==> src/design/csma_mac_pkg.sv <==
// Shared constants, codes and types of the CSMA stop-and-wait MAC controller.
`timescale 1ns / 1ps
`default_nettype none
package csma_mac_pkg;

    localparam int QUEUE_DEPTH = 16;
    localparam int QA_W = (QUEUE_DEPTH > 1) ? $clog2(QUEUE_DEPTH) : 1;
    localparam int QC_W = $clog2(QUEUE_DEPTH + 1);

    localparam logic [2:0] OP_SUBMIT      = 3'd0;
    localparam logic [2:0] OP_CS_REPLY    = 3'd1;
    localparam logic [2:0] OP_ACK         = 3'd2;
    localparam logic [2:0] OP_ACK_TIMEOUT = 3'd3;
    localparam logic [2:0] OP_BACKOFF_EXP = 3'd4;
    localparam logic [2:0] OP_RETX_EXP    = 3'd5;

    localparam logic [2:0] CMD_CS            = 3'd0;
    localparam logic [2:0] CMD_TX            = 3'd1;
    localparam logic [2:0] CMD_ACK_TIMER     = 3'd2;
    localparam logic [2:0] CMD_BACKOFF_TIMER = 3'd3;
    localparam logic [2:0] CMD_RETX_TIMER    = 3'd4;
    localparam logic [2:0] CMD_CANCEL_ACK    = 3'd5;
    localparam logic [2:0] CMD_REPORT        = 3'd6;

    localparam int CFG_IDX_W  = 2;
    localparam int CFG_DATA_W = 16;
    localparam logic [CFG_IDX_W-1:0] CFG_MAX_ATTEMPTS = 2'd0;
    localparam logic [CFG_IDX_W-1:0] CFG_MAX_BACKOFFS = 2'd1;
    localparam logic [CFG_IDX_W-1:0] CFG_ACK_TICKS    = 2'd2;

    localparam int IN_DATA_W  = 88;
    localparam int OUT_DATA_W = 88;

    typedef struct packed {
        logic [2:0]  op;
        logic [31:0] frame;     // bytes[15:0], dest[23:16], src[31:24]
        logic        busy;
        logic [7:0]  ack_from;
        logic [7:0]  ack_to;
        logic [31:0] ack_seq;
    } event_t;

endpackage
`default_nettype wire

==> src/design/csma_mac_front.sv <==
// Front end: takes input beats, drops meaningless operations, queues events.
`timescale 1ns / 1ps
`default_nettype none
module csma_mac_front (
    input  wire logic                                aclk,
    input  wire logic                                aresetn,
    input  wire logic                                s_tvalid,
    output logic                                     s_tready,
    // bytes[15:0] dest[23:16] src[31:24] busy[32] ack_from[40:33] ack_to[48:41]
    // ack_seq[80:49]
    input  wire logic [csma_mac_pkg::IN_DATA_W-1:0]  s_tdata,
    // operation[2:0]
    input  wire logic [2:0]                          s_tuser,
    output logic                                     ev_valid,
    output csma_mac_pkg::event_t                     ev,
    input  wire logic                                ev_ready
);

    csma_mac_pkg::event_t fifo_reg [2];
    logic       wr_ptr_reg, wr_ptr_next;
    logic       rd_ptr_reg, rd_ptr_next;
    logic [1:0] cnt_reg, cnt_next;
    logic       push, pop, op_ok;
    csma_mac_pkg::event_t in_ev;

    always_comb begin
        op_ok = s_tuser inside {[csma_mac_pkg::OP_SUBMIT : csma_mac_pkg::OP_RETX_EXP]};
    end

    assign s_tready = (cnt_reg != 2'd2);
    assign ev_valid = (cnt_reg != 2'd0);
    assign ev       = fifo_reg[rd_ptr_reg];
    assign push     = s_tvalid && s_tready && op_ok;
    assign pop      = ev_valid && ev_ready;

    always_comb begin
        in_ev.op       = s_tuser;
        in_ev.frame    = s_tdata[31:0];
        in_ev.busy     = s_tdata[32];
        in_ev.ack_from = s_tdata[40:33];
        in_ev.ack_to   = s_tdata[48:41];
        in_ev.ack_seq  = s_tdata[80:49];
        wr_ptr_next = push ? ~wr_ptr_reg : wr_ptr_reg;
        rd_ptr_next = pop ? ~rd_ptr_reg : rd_ptr_reg;
        cnt_next    = cnt_reg + {1'b0, push} - {1'b0, pop};
    end

    always_ff @(posedge aclk) begin
        if (!aresetn) begin
            wr_ptr_reg <= 1'b0;
            rd_ptr_reg <= 1'b0;
            cnt_reg    <= 2'd0;
        end else begin
            wr_ptr_reg <= wr_ptr_next;
            rd_ptr_reg <= rd_ptr_next;
            cnt_reg    <= cnt_next;
        end
        if (push) begin
            fifo_reg[wr_ptr_reg] <= in_ev;
        end
    end

endmodule
`default_nettype wire

==> src/design/csma_mac_back.sv <==
// Back end: frame FIFO, ARQ/CSMA state machine and result register.
`timescale 1ns / 1ps
`default_nettype none
module csma_mac_back (
    input  wire logic                                  aclk,
    input  wire logic                                  aresetn,
    input  wire logic                                  ev_valid,
    input  wire csma_mac_pkg::event_t                  ev,
    output logic                                       ev_ready,
    input  wire logic                                  cfg_we,
    input  wire logic [csma_mac_pkg::CFG_IDX_W-1:0]    cfg_index,
    input  wire logic [csma_mac_pkg::CFG_DATA_W-1:0]   cfg_wdata,
    output logic                                       m_tvalid,
    input  wire logic                                  m_tready,
    output logic [csma_mac_pkg::OUT_DATA_W-1:0]        m_tdata,
    output logic [2:0]                                 m_tuser,
    output logic                                       m_tlast
);

    localparam int QA_W = csma_mac_pkg::QA_W;
    localparam int QC_W = csma_mac_pkg::QC_W;

    localparam logic [2:0] ST_IDLE    = 3'd0;
    localparam logic [2:0] ST_CS      = 3'd1;
    localparam logic [2:0] ST_ACK     = 3'd2;
    localparam logic [2:0] ST_BACKOFF = 3'd3;
    localparam logic [2:0] ST_RETX    = 3'd4;

    localparam logic [2:0] E_IDLE = 3'd0;
    localparam logic [2:0] E_EMIT = 3'd1;
    localparam logic [2:0] E_RD   = 3'd2;
    localparam logic [2:0] E_PICK = 3'd3;

    logic [7:0]  max_att_reg, max_bo_reg;
    logic [15:0] ack_ticks_reg;

    logic [31:0] frame_mem [csma_mac_pkg::QUEUE_DEPTH];
    logic [31:0] rd_data_reg;
    logic        mem_we;

    logic [QA_W-1:0] head_reg, head_next, tail_reg, tail_next;
    logic [QC_W-1:0] count_reg, count_next;
    logic [31:0] cur_frame_reg, cur_frame_next;
    logic [31:0] cur_seq_reg, cur_seq_next, seq_cnt_reg, seq_cnt_next;
    logic [7:0]  attempt_reg, attempt_next, backoff_reg, backoff_next;
    logic [2:0]  ms_reg, ms_next, eng_reg, eng_next;
    logic [2:0]  p0_cmd_reg, p0_cmd_next, p1_cmd_reg, p1_cmd_next;
    logic        p0_ok_reg, p0_ok_next, p1_ok_reg, p1_ok_next;
    logic [1:0]  pend_n_reg, pend_n_next;
    logic        pend_idx_reg, pend_idx_next;
    logic        pick_reg, pick_next;
    logic        try_pick, last_p, out_free;

    logic        out_load, out_ok, out_last, with_frame;
    logic [2:0]  out_cmd;
    logic        m_tvalid_reg;
    logic [csma_mac_pkg::OUT_DATA_W-1:0] m_tdata_reg;
    logic [2:0]  m_tuser_reg;
    logic        m_tlast_reg;

    assign out_free = !m_tvalid_reg || m_tready;
    assign ev_ready = (eng_reg == E_IDLE);

    always_comb begin
        head_next = head_reg;   tail_next = tail_reg;   count_next = count_reg;
        cur_frame_next = cur_frame_reg;  cur_seq_next = cur_seq_reg;
        seq_cnt_next = seq_cnt_reg;
        attempt_next = attempt_reg;  backoff_next = backoff_reg;
        ms_next = ms_reg;  eng_next = eng_reg;
        p0_cmd_next = p0_cmd_reg;  p1_cmd_next = p1_cmd_reg;
        p0_ok_next = p0_ok_reg;    p1_ok_next = p1_ok_reg;
        pend_n_next = pend_n_reg;  pend_idx_next = pend_idx_reg;
        pick_next = pick_reg;
        try_pick = 1'b0;  mem_we = 1'b0;  last_p = 1'b0;
        out_load = 1'b0;  out_cmd = csma_mac_pkg::CMD_CS;
        out_ok = 1'b0;    out_last = 1'b0;
        case (eng_reg)
            E_IDLE: begin
                if (ev_valid) begin
                    pend_n_next = 2'd0;
                    pend_idx_next = 1'b0;
                    p0_ok_next = 1'b0;
                    p1_ok_next = 1'b0;
                    if (ev.op == csma_mac_pkg::OP_SUBMIT) begin
                        if (count_reg >= QC_W'(csma_mac_pkg::QUEUE_DEPTH)) begin
                            p0_cmd_next = csma_mac_pkg::CMD_REPORT;
                            pend_n_next = 2'd1;
                        end else begin
                            mem_we = 1'b1;
                            tail_next = (tail_reg == QA_W'(csma_mac_pkg::QUEUE_DEPTH - 1))
                                ? '0 : tail_reg + 1'b1;
                            count_next = count_reg + 1'b1;
                        end
                    end
                    case (ms_reg)
                        ST_IDLE: begin
                            try_pick = (ev.op != csma_mac_pkg::OP_ACK);
                        end
                        ST_CS: begin
                            if (ev.op == csma_mac_pkg::OP_CS_REPLY) begin
                                if (!ev.busy) begin
                                    p0_cmd_next = csma_mac_pkg::CMD_TX;
                                    p1_cmd_next = csma_mac_pkg::CMD_ACK_TIMER;
                                    pend_n_next = 2'd2;
                                    backoff_next = 8'd0;
                                    ms_next = ST_ACK;
                                end else begin
                                    p0_cmd_next = csma_mac_pkg::CMD_RETX_TIMER;
                                    pend_n_next = 2'd1;
                                    ms_next = ST_RETX;
                                end
                            end
                        end
                        ST_ACK: begin
                            if (ev.op == csma_mac_pkg::OP_ACK_TIMEOUT) begin
                                p0_cmd_next = csma_mac_pkg::CMD_RETX_TIMER;
                                pend_n_next = 2'd1;
                                ms_next = ST_RETX;
                            end else if (ev.op == csma_mac_pkg::OP_ACK
                                         && ev.ack_from == cur_frame_reg[23:16]
                                         && ev.ack_to == cur_frame_reg[31:24]
                                         && ev.ack_seq == cur_seq_reg) begin
                                p0_cmd_next = csma_mac_pkg::CMD_CANCEL_ACK;
                                p1_cmd_next = csma_mac_pkg::CMD_REPORT;
                                p1_ok_next = 1'b1;
                                pend_n_next = 2'd2;
                                ms_next = ST_IDLE;
                                try_pick = 1'b1;
                            end
                        end
                        ST_BACKOFF: begin
                            if (ev.op == csma_mac_pkg::OP_BACKOFF_EXP) begin
                                pend_n_next = 2'd1;
                                if (backoff_reg < max_bo_reg) begin
                                    backoff_next = backoff_reg + 8'd1;
                                    ms_next = ST_CS;
                                    p0_cmd_next = csma_mac_pkg::CMD_CS;
                                end else begin
                                    ms_next = ST_BACKOFF;
                                    p0_cmd_next = csma_mac_pkg::CMD_BACKOFF_TIMER;
                                end
                            end
                        end
                        ST_RETX: begin
                            if (ev.op == csma_mac_pkg::OP_RETX_EXP) begin
                                pend_n_next = 2'd1;
                                if (attempt_reg < max_att_reg) begin
                                    attempt_next = attempt_reg + 8'd1;
                                    if (max_bo_reg != 8'd0) begin
                                        backoff_next = 8'd1;
                                        ms_next = ST_CS;
                                        p0_cmd_next = csma_mac_pkg::CMD_CS;
                                    end else begin
                                        backoff_next = 8'd0;
                                        ms_next = ST_BACKOFF;
                                        p0_cmd_next = csma_mac_pkg::CMD_BACKOFF_TIMER;
                                    end
                                end else begin
                                    p0_cmd_next = csma_mac_pkg::CMD_REPORT;
                                    ms_next = ST_IDLE;
                                    try_pick = 1'b1;
                                end
                            end
                        end
                        default: begin
                            ms_next = ms_reg;
                        end
                    endcase
                    pick_next = try_pick && (ms_next == ST_IDLE) && (count_next != '0);
                    if (pend_n_next != 2'd0) begin
                        eng_next = E_EMIT;
                    end else if (pick_next) begin
                        eng_next = E_RD;
                    end
                end
            end
            E_EMIT: begin
                if (out_free) begin
                    last_p = (pend_n_reg == 2'd1) || pend_idx_reg;
                    out_load = 1'b1;
                    out_cmd = pend_idx_reg ? p1_cmd_reg : p0_cmd_reg;
                    out_ok = pend_idx_reg ? p1_ok_reg : p0_ok_reg;
                    out_last = last_p && !pick_reg;
                    if (last_p) begin
                        pend_idx_next = 1'b0;
                        eng_next = pick_reg ? E_RD : E_IDLE;
                    end else begin
                        pend_idx_next = 1'b1;
                    end
                end
            end
            E_RD: begin
                eng_next = E_PICK;
            end
            E_PICK: begin
                if (out_free) begin
                    cur_frame_next = rd_data_reg;
                    head_next = (head_reg == QA_W'(csma_mac_pkg::QUEUE_DEPTH - 1))
                        ? '0 : head_reg + 1'b1;
                    count_next = count_reg - 1'b1;
                    cur_seq_next = seq_cnt_reg;
                    seq_cnt_next = seq_cnt_reg + 32'd1;
                    out_load = 1'b1;
                    out_last = 1'b1;
                    if (max_att_reg != 8'd0) begin
                        attempt_next = 8'd1;
                        if (max_bo_reg != 8'd0) begin
                            backoff_next = 8'd1;
                            ms_next = ST_CS;
                            out_cmd = csma_mac_pkg::CMD_CS;
                        end else begin
                            backoff_next = 8'd0;
                            ms_next = ST_BACKOFF;
                            out_cmd = csma_mac_pkg::CMD_BACKOFF_TIMER;
                        end
                    end else begin
                        attempt_next = 8'd0;
                        ms_next = ST_IDLE;
                        out_cmd = csma_mac_pkg::CMD_REPORT;
                    end
                    pick_next = 1'b0;
                    eng_next = E_IDLE;
                end
            end
            default: begin
                eng_next = E_IDLE;
            end
        endcase
    end

    assign with_frame = (out_cmd == csma_mac_pkg::CMD_TX);

    always_ff @(posedge aclk) begin
        if (!aresetn) begin
            max_att_reg <= 8'd3;
            max_bo_reg <= 8'd3;
            ack_ticks_reg <= 16'd100;
            head_reg <= '0;  tail_reg <= '0;  count_reg <= '0;
            cur_frame_reg <= 32'd0;  cur_seq_reg <= 32'd0;  seq_cnt_reg <= 32'd0;
            attempt_reg <= 8'd0;  backoff_reg <= 8'd0;
            ms_reg <= ST_IDLE;  eng_reg <= E_IDLE;
            pend_n_reg <= 2'd0;  pend_idx_reg <= 1'b0;  pick_reg <= 1'b0;
            m_tvalid_reg <= 1'b0;
        end else begin
            if (cfg_we) begin
                case (cfg_index)
                    csma_mac_pkg::CFG_MAX_ATTEMPTS: max_att_reg <= cfg_wdata[7:0];
                    csma_mac_pkg::CFG_MAX_BACKOFFS: max_bo_reg <= cfg_wdata[7:0];
                    csma_mac_pkg::CFG_ACK_TICKS:    ack_ticks_reg <= cfg_wdata;
                    default: ;
                endcase
            end
            head_reg <= head_next;  tail_reg <= tail_next;  count_reg <= count_next;
            cur_frame_reg <= cur_frame_next;  cur_seq_reg <= cur_seq_next;
            seq_cnt_reg <= seq_cnt_next;
            attempt_reg <= attempt_next;  backoff_reg <= backoff_next;
            ms_reg <= ms_next;  eng_reg <= eng_next;
            pend_n_reg <= pend_n_next;  pend_idx_reg <= pend_idx_next;
            pick_reg <= pick_next;
            if (out_load) begin
                m_tvalid_reg <= 1'b1;
            end else if (m_tready) begin
                m_tvalid_reg <= 1'b0;
            end
        end
        p0_cmd_reg <= p0_cmd_next;  p1_cmd_reg <= p1_cmd_next;
        p0_ok_reg <= p0_ok_next;    p1_ok_reg <= p1_ok_next;
        if (mem_we) begin
            frame_mem[tail_reg] <= ev.frame;
        end
        rd_data_reg <= frame_mem[head_reg];
        if (out_load) begin
            m_tuser_reg <= out_cmd;
            m_tlast_reg <= out_last;
            m_tdata_reg <= {4'd0,
                out_ok,
                (out_cmd == csma_mac_pkg::CMD_ACK_TIMER) ? ack_ticks_reg : 16'd0,
                with_frame ? cur_frame_reg[31:24] : 8'd0,
                with_frame ? cur_frame_reg[23:16] : 8'd0,
                with_frame ? {cur_frame_reg[15:0], 3'b000} : 19'd0,
                with_frame ? cur_seq_reg : 32'd0};
        end
    end

    assign m_tvalid = m_tvalid_reg;
    assign m_tdata  = m_tdata_reg;
    assign m_tuser  = m_tuser_reg;
    assign m_tlast  = m_tlast_reg;

endmodule
`default_nettype wire

==> src/design/csma_arq_mac_controller.sv <==
// Top level: CSMA MAC transmit controller with stop-and-wait ARQ.
// An input beat passes through the front-end event queue and the back-end sequencer,
// which emits results from the output register; a pickup result follows the others.
// The back end takes a new event only once all results of the last one are emitted,
// the sequencer emitting one result per cycle while the output is not stalled.
// A two-entry event queue lets input beats be taken while results stall.
// Synchronous active-low reset: idle, queues empty, registers 3/3/100.
`timescale 1ns / 1ps
`default_nettype none
module csma_arq_mac_controller (
    input  wire logic                                  aclk,
    input  wire logic                                  aresetn,
    input  wire logic                                  s_tvalid,
    output logic                                       s_tready,
    // frame_bytes, frame_dest, frame_src, channel_busy, ack_from, ack_to, ack_seq
    input  wire logic [csma_mac_pkg::IN_DATA_W-1:0]    s_tdata,
    // operation
    input  wire logic [2:0]                            s_tuser,
    output logic                                       m_tvalid,
    input  wire logic                                  m_tready,
    // tx_seq, tx_length_bits, tx_dest, tx_src, timer_ticks, report_ok
    output logic [csma_mac_pkg::OUT_DATA_W-1:0]        m_tdata,
    // command
    output logic [2:0]                                 m_tuser,
    output logic                                       m_tlast,
    input  wire logic                                  cfg_we,
    input  wire logic [csma_mac_pkg::CFG_IDX_W-1:0]    cfg_index,
    input  wire logic [csma_mac_pkg::CFG_DATA_W-1:0]   cfg_wdata
);

    logic                 ev_valid, ev_ready;
    csma_mac_pkg::event_t ev;

    csma_mac_front u_front (
        .aclk     (aclk),
        .aresetn  (aresetn),
        .s_tvalid (s_tvalid),
        .s_tready (s_tready),
        .s_tdata  (s_tdata),
        .s_tuser  (s_tuser),
        .ev_valid (ev_valid),
        .ev       (ev),
        .ev_ready (ev_ready)
    );

    csma_mac_back u_back (
        .aclk      (aclk),
        .aresetn   (aresetn),
        .ev_valid  (ev_valid),
        .ev        (ev),
        .ev_ready  (ev_ready),
        .cfg_we    (cfg_we),
        .cfg_index (cfg_index),
        .cfg_wdata (cfg_wdata),
        .m_tvalid  (m_tvalid),
        .m_tready  (m_tready),
        .m_tdata   (m_tdata),
        .m_tuser   (m_tuser),
        .m_tlast   (m_tlast)
    );

`ifndef ASSERT_OFF
    a_tx_not_last: assert property (@(posedge aclk) disable iff (!aresetn)
        (m_tvalid && m_tuser == csma_mac_pkg::CMD_TX) |-> !m_tlast)
        else $error("transmit beat marked last");
    a_len_aligned: assert property (@(posedge aclk) disable iff (!aresetn)
        m_tvalid |-> (m_tdata[34:32] == 3'd0))
        else $error("length not a whole number of bytes");
    a_ticks_only_ack: assert property (@(posedge aclk) disable iff (!aresetn)
        (m_tvalid && m_tuser != csma_mac_pkg::CMD_ACK_TIMER) |-> (m_tdata[82:67] == 16'd0))
        else $error("timer ticks on wrong command");
    a_reset_clears: assert property (@(posedge aclk)
        !aresetn |=> !m_tvalid)
        else $error("result valid after reset");
`endif

endmodule
`default_nettype wire
==> config.mk <==
export PLATFORM = sky130hd
export DESIGN_NAME = csma_arq_mac_controller
export DESIGN_NICKNAME = d
export VERILOG_FILES = /design/src/design/csma_mac_pkg.sv /design/src/design/csma_mac_front.sv /design/src/design/csma_mac_back.sv /design/src/design/csma_arq_mac_controller.sv
export SDC_FILE = /design/constraint.sdc
export NUM_CORES = 1
export LEC_CHECK = 0
export BUFFER_PORTS_ARGS = -buffer_cell sky130_fd_sc_hd__buf_2
export CORE_MARGIN = 2
export CORE_UTILIZATION = 61
export DETAILED_ROUTE_END_ITERATION = 10
export HOLD_SLACK_MARGIN = 0.08
export PLACE_DENSITY_LB_ADDON = 0.12
export SETUP_SLACK_MARGIN = 0.02
export SLEW_MARGIN = 15
export SYNTH_ARGS = -nofsm -noshare
export SYNTH_HDL_FRONTEND = slang
export SYNTH_SLANG_ARGS = --single-unit
==> constraint.sdc <==
create_clock -name aclk -period 5.72 [get_ports aclk]
set_clock_uncertainty 0.05 [all_clocks]
set_input_delay 0.286 -clock aclk [delete_from_list [all_inputs] [get_ports aclk]]
set_output_delay 0.286 -clock aclk [all_outputs]
set_load 0.02 [all_outputs]
* Word-level counts from Yosys, hierarchy flattened
Memory sizes are Yosys's and may differ from the RTL's. A register that Yosys moved wholly into a read port is not among the register bits. Index checks and enable logic that the tools add are counted. Widths: inputs -> output; s select.
Storage, ports and cells: memory bits (read-only) 0, bits in latches 0, logic and storage cells 249, input bits 114, output and inout port bits 94, memories 2, register bits 267, memory bits (writable) 680
Operators by class: magnitude comparators 5, shifts and indexed selects 0, multipliers 0, bitwise logic cells 3, multiplexer cells 115, divide/modulo/power cells 0, $add $sub $neg 9, eq/ne operators 44, reductions and logical operators 42
Memory list:
- u_back.frame_mem | words 16, width 32, rd ports 1, clocked after memory_dff 1, wr ports 1, RTL line csma_mac_back.sv:37 | logic [31:0] frame_mem [csma_mac_pkg::QUEUE_DEPTH];
- u_front.fifo_reg | words 2, width 84, rd ports 1, clocked after memory_dff 1, wr ports 1, RTL line csma_mac_front.sv:19 | csma_mac_pkg::event_t fifo_reg [2];
Operators by type and width (count):
- $mux 8 | 14
- $mux 3 | 34
- $pmux 3 s4 | 3
- $add 32x1->32 const B | 1
- $eq 32x32->1 | 1
- $pmux 8 s2 | 2
- $mux 2 | 15
- $mux 5 | 6
- $mux 1 | 29
- $pmux 8 s3 | 1
- $eq 3x2->1 const B | 7
- $ne 2x1->1 const B | 10
- $ne 3x2->1 const B | 6
- $pmux 3 s2 | 3
- $add 8x1->8 const B | 2
- $eq 8x8->1 | 2
- $lt 8x8->1 | 2
- $reduce_bool 8->1 | 2
- $eq 3x1->1 const B | 4
- $logic_not 3->1 | 4
- $reduce_bool 2->1 | 6
- $reduce_and 11->1 | 1
- $logic_and 1x1->1 | 10
- $pmux 5 s2 | 1
- other kinds (32) | 52

* Logic depth before layout (Yosys ltp)
depth in word-level cells 16, depth in mapped cells 13

* Cells and area by module
A second synthesis with hierarchy kept.
Second synthesis, totals: cell total of the unflattened synthesis 2294, area total of the unflattened synthesis 38264.2 µm²
By module, submodules not included:
- csma_mac_back | area each 31721.7 µm², cells each 2007, instances 1, sequential area each 22061.2 µm²
- csma_mac_front | area each 6542.5 µm², cells each 287, instances 1, sequential area each 5144.9 µm²

* Least setup slack after synthesis
No wires, ideal clock.
path type flip-flop to flip-flop, start point reg u_back.eng_reg[0], end point reg u_back.m_tdata_reg (netlist bit u_back.m_tdata[0]), enable pin, data arrival time 4685 ps, slack 456 ps, buffers on the path 2, clock period less this slack 5264 ps, stages on the path, launching flop included 6, cell sequence dfxtp_1 > ha_1 > clkbuf_1 > clkbuf_1 > nor2_1 > nor2_1
On the way: cells in the longest elaborated chain, start to end 3
RTL lines:
- from (decl) | RTL line csma_mac_back.sv:46 | logic [2:0] ms_reg, ms_next, eng_reg, eng_next;
- from (signal assigned) | RTL line csma_mac_back.sv:257 | ms_reg <= ms_next; eng_reg <= eng_next;
- $eq 3x1->1 / $eq 3x2->1 (equally long branches) | RTL line csma_mac_back.sv:77 | case (eng_reg)
- $reduce_or 2->1 (no line) (*)
- $mux 1 (*)
- named net u_back.out_load | RTL line csma_mac_back.sv:54 | logic out_load, out_ok, out_last, with_frame;
- to (signal assigned) | RTL line csma_mac_back.sv:275 | m_tdata_reg <= {4'd0,
- to (decl) | RTL line csma_mac_back.sv:57 | logic [csma_mac_pkg::OUT_DATA_W-1:0] m_tdata_reg;
The timed path passes the listed nets; every way through them passes the cells marked *. A chain may end at the register's enable or synchronous reset.

==> run_results.csv <==
group,metric,value,unit
grt,gr-usage-all-layers,0.259,
critical_path,cp-start-kind,"flop",
timing,setup_viol,0,
power,p_per_area,388,mW/mm²
power,netSwitchingFraction,0.251,
die,io_pins,208,
synthesis,synth_cells,2291,
run,cap_viol_max_count,0,
die,initial_utilization,0.614,
grt,first_pass_grt_wire_length,123,mm
synthesis,synth.yosys.seq_area_share,0.722,
synthesis,syn-mean-instance-area,16.4,µm²
detailed_routing,first_pass_iters,6,
layout,drive_gt1_frac,0.221,
critical_path,worst_setup_path_end_kind,"flop",
grt,grt_start_max_net_pins,107,
synthesis,netlist_area,0.0377,mm²
clock_network,tritoncts.num_buffers,95,
layout,sequential_cell_area,0.0272,mm²
timing,timing_worst_slew_pin_value,1.11,ns
timing,final_hold_viol_count,0,
detailed_routing,post_drt_via_cell_ratio,5.97,
placed_design,routabilityCongestion,0.922,
critical_path,critical_path_required,5.92,ns
placed_design,buffer_ports.inserted,193,
outcome,status,"complete, no violations",
clock_network,clkSlewWorstSetupHoldPaths,0.06,ns
hold_path,holdCritPathClass,"input pin to flop",
placed_design,detailed_place_hpwl,47.9,mm
clock_network,clock-root-buffer,"clkbuf_16",
layout,final_design_area_no_fill,0.0437,mm²
critical_path,r2r_cell_count,6,
layout,finish.net_count,2757,
detailed_routing,detail-route-antenna-nets,0,
synthesis,yosysUniqueCellTypes,70,
timing,final.min_clock_period,4.01,ns
power,clock_power_share,0.362,
power,net-switching-power,0.00425,W
power,static-leakage-power,14.5,nW
layout,postLayoutCoreUtil,0.712,
synthesis,ff_latch_count_synth,974,
die,die_w,252,µm
timing,grt_setup_unrepaired,"false",
critical_path,crit_arrival,4.22,ns
hold_path,worst_hold_path.num_cells,4,
die,core_region_area,0.0614,mm²
timing,maximum_clock_rate,249,MHz
critical_path,crit-reg2reg-capture,"u_back.frame_mem[3][18]",
grt,global_route.overflow_total,0,
power,power.share.sequential,0.508,
placed_design,detailed_place.area,0.0396,mm²
layout,antenna-diode-count,0,
detailed_routing,detail_route.iter0.violations,1803,
layout,multi_input_combinational_cell_area,0.0100,mm²
timing,min_period_over_period,0.702,
power,internal_power,0.0127,W
timing,timing.slew.headroom,0.261,
detailed_routing,routed_wirelength,82.0,mm
die,die_y,252,µm
clock_network,cts_num_sinks,974,
synthesis,yosysWarningCount,0,
timing,setup_total_negative_slack,0,ns
synthesis,synth_enable_flop_cells,770,
die,core.rowCount,91,
critical_path,setup.worst_path.class,"flop to flop",
clock_network,worst_skew_late_latency,0.65,ns
hold_path,hold_end,"u_front.wr_ptr_reg",
synthesis,yosys_most_used_dff,"edfxtp_1",
detailed_routing,routed-via-count,20800,
clock_network,tritoncts,"yes",
layout,relative_area_change_from_synthesis_to_final_layout,16.0,%
critical_path,minimum_setup_slack_among_reg_to_reg_paths,1.71,ns
synthesis,async_flop_share,0,
layout,num-fill-cells,3816,
power,worst_ir_drop_vdd,0.000339,V
grt,grt_antenna_before_repair,0,
power,total_power,0.0170,W
detailed_routing,detail_route.drc_violations,0,
critical_path,worstPathMaxFanout,47,
grt,grt_pass1_vias,20700,
clock_network,deepest_level_of_the_cts_h_tree,3,
layout,largest_register_ff_count,512,
clock_network,clock_path_buffers,3,
die,floorplan.die_area,0.0638,mm²
timing,timing_max_transition_violations_final,0,
hold_path,worst_hold_startpoint,"s_tvalid",
detailed_routing,wl_per_cell,23.6,µm
power,power_frac_comb,0.130,
[critical path, stage by stage (launching register included)]
cell     delay [ns]
dfxtp_4        0.91
nor4b_1        0.44
nor2_1         0.17
nor3_2         0.45
nand2_1        0.39
nor3_2         0.62
buf_4          0.58
[placed cells by master, fill, tap and decap left out, drive strengths merged, types with 16 or more instances in the layout]
cell type	synthesis	final
and2	91	91
nand4	18	18
nand3	33	33
mux2i	61	61
dlygate4sd3	0	100
nor4	24	24
xnor2	64	64
clkbuf	74	151
nor3	16	16
xor2	27	27
a21oi	112	112
mux2	33	33
o21ai	33	33
buf	37	229
mux4	160	160
ha	31	31
nand2	222	222
inv	36	42
nor2	113	113
dfxtp	204	204
edfxtp	770	770
[how the worst max path moves through the flow]
stage / from / to / slack [ns] / cells past startpoint
2_1_floorplan: u_back.eng_reg[0] / u_back.m_tdata[0] / 0.46 / 5
3_3_place_gp: flop / u_back.frame_mem[3][19] / 1.72 / 6
3_5_place_dp: flop / u_back.frame_mem[3][18] / 1.68 / 6
4_1_cts: flop / u_back.frame_mem[3][18] / 1.66 / 6
5_1_grt: flop / u_back.frame_mem[3][18] / 1.36 / 6
6_report: flop / u_back.frame_mem[3][18] / 1.71 / 6
[through the flow]
| step | setup WS [ns] | hold WS [ns] | instances |
|---|---|---|---|
| final | 1.71 | 0.120 | 3481 |
| after global placement | 1.72 | 0.371 | 3205 |
| after floorplan | 0.456 | 0.335 | 2297 |
| after global routing | 1.36 | 0.146 | 3481 |
| after detailed placement | 1.68 | 0.377 | 3205 |
| after CTS | 1.66 | 0.0894 | 3481 |
[power by group through the flow]
stage | logic (W) | registers (W) | clock network (W)
detailed placement | 0.00214 | 0.00876 | 0
CTS | 0.00221 | 0.00861 | 0.00623
global route | 0.00240 | 0.00865 | 0.00650
finish | 0.00220 | 0.00861 | 0.00613
global placement | 0.00207 | 0.00875 | 0
floorplan | 0.00144 | 0.00876 | 0
[logic make-up after synthesis]
kind of cell	share of synthesized area
flip-flops	0.722
AND/OR/NAND/NOR	0.0751
multiplexers	0.122
AO/OA/AOI/OAI	0.0330
buffers and inverters	0.0163
XOR/XNOR	0.0212
adder cells (fa/ha/maj)	0.0103
other	0.0000996
[synthesized netlist by cell type (3+ instances only)]
cell type | n | area share
edfxtp_1 | 770 | 0.61
nand2_1 | 222 | 0.022
dfxtp_1 | 204 | 0.11
mux4_2 | 160 | 0.096
nor2_1 | 113 | 0.011
a21oi_1 | 112 | 0.015
and2_1 | 91 | 0.015
clkbuf_1 | 74 | 0.0074
xnor2_1 | 64 | 0.015
mux2i_1 | 61 | 0.016
inv_1 | 35 | 0.0035
mux2_2 | 33 | 0.0099
nand3_1 | 33 | 0.0044
o21ai_0 | 32 | 0.0043
ha_1 | 31 | 0.010
xor2_1 | 27 | 0.0063
buf_1 | 22 | 0.0022
nor4_1 | 22 | 0.0037
nand4_1 | 18 | 0.0030
nor3_1 | 15 | 0.0020
nand2b_1 | 11 | 0.0018
and3_1 | 10 | 0.0017
nand3b_1 | 8 | 0.0016
o22ai_1 | 8 | 0.0013
buf_4 | 7 | 0.0014
nor2b_1 | 7 | 0.0012
o211ai_1 | 7 | 0.0014
o21a_1 | 7 | 0.0014
or3_1 | 7 | 0.0012
a31oi_1 | 6 | 0.0010
nor3b_1 | 6 | 0.0012
a211oi_1 | 5 | 0.0010
a21o_1 | 5 | 0.0010
buf_2 | 4 | 0.00053
buf_6 | 4 | 0.0012
a22oi_1 | 3 | 0.00060
and4_1 | 3 | 0.00070
o41ai_1 | 3 | 0.00070
[metal layers]
layer | share of wire | vias up | track usage
met5 | 0 | - | 0
met3 | 0.066 | 108 | 0.0428
met4 | 0.023 | 0 | 0.0811
met1 | 0.41 | 10600 | 0.356
li1 | - | 9358 | -
met2 | 0.50 | 739 | 0.429
[what timing repair did]
item,in CTS,in global routing
buffers inserted,0,0
hold buffers,100,0
endpoints found under the hold margin,200,0
resized for setup,0,0
[area by class of cell]
cell class | instances | share of cell area
clock inverters | 25 | 0.00638
multi-input cells | 1176 | 0.229
flip-flops and latches | 974 | 0.623
clock buffers | 151 | 0.0645
inverters | 36 | 0.00315
well taps | 790 | 0.0226
repair buffers | 329 | 0.0515
Note: power is estimated with default switching activity, not from simulation.
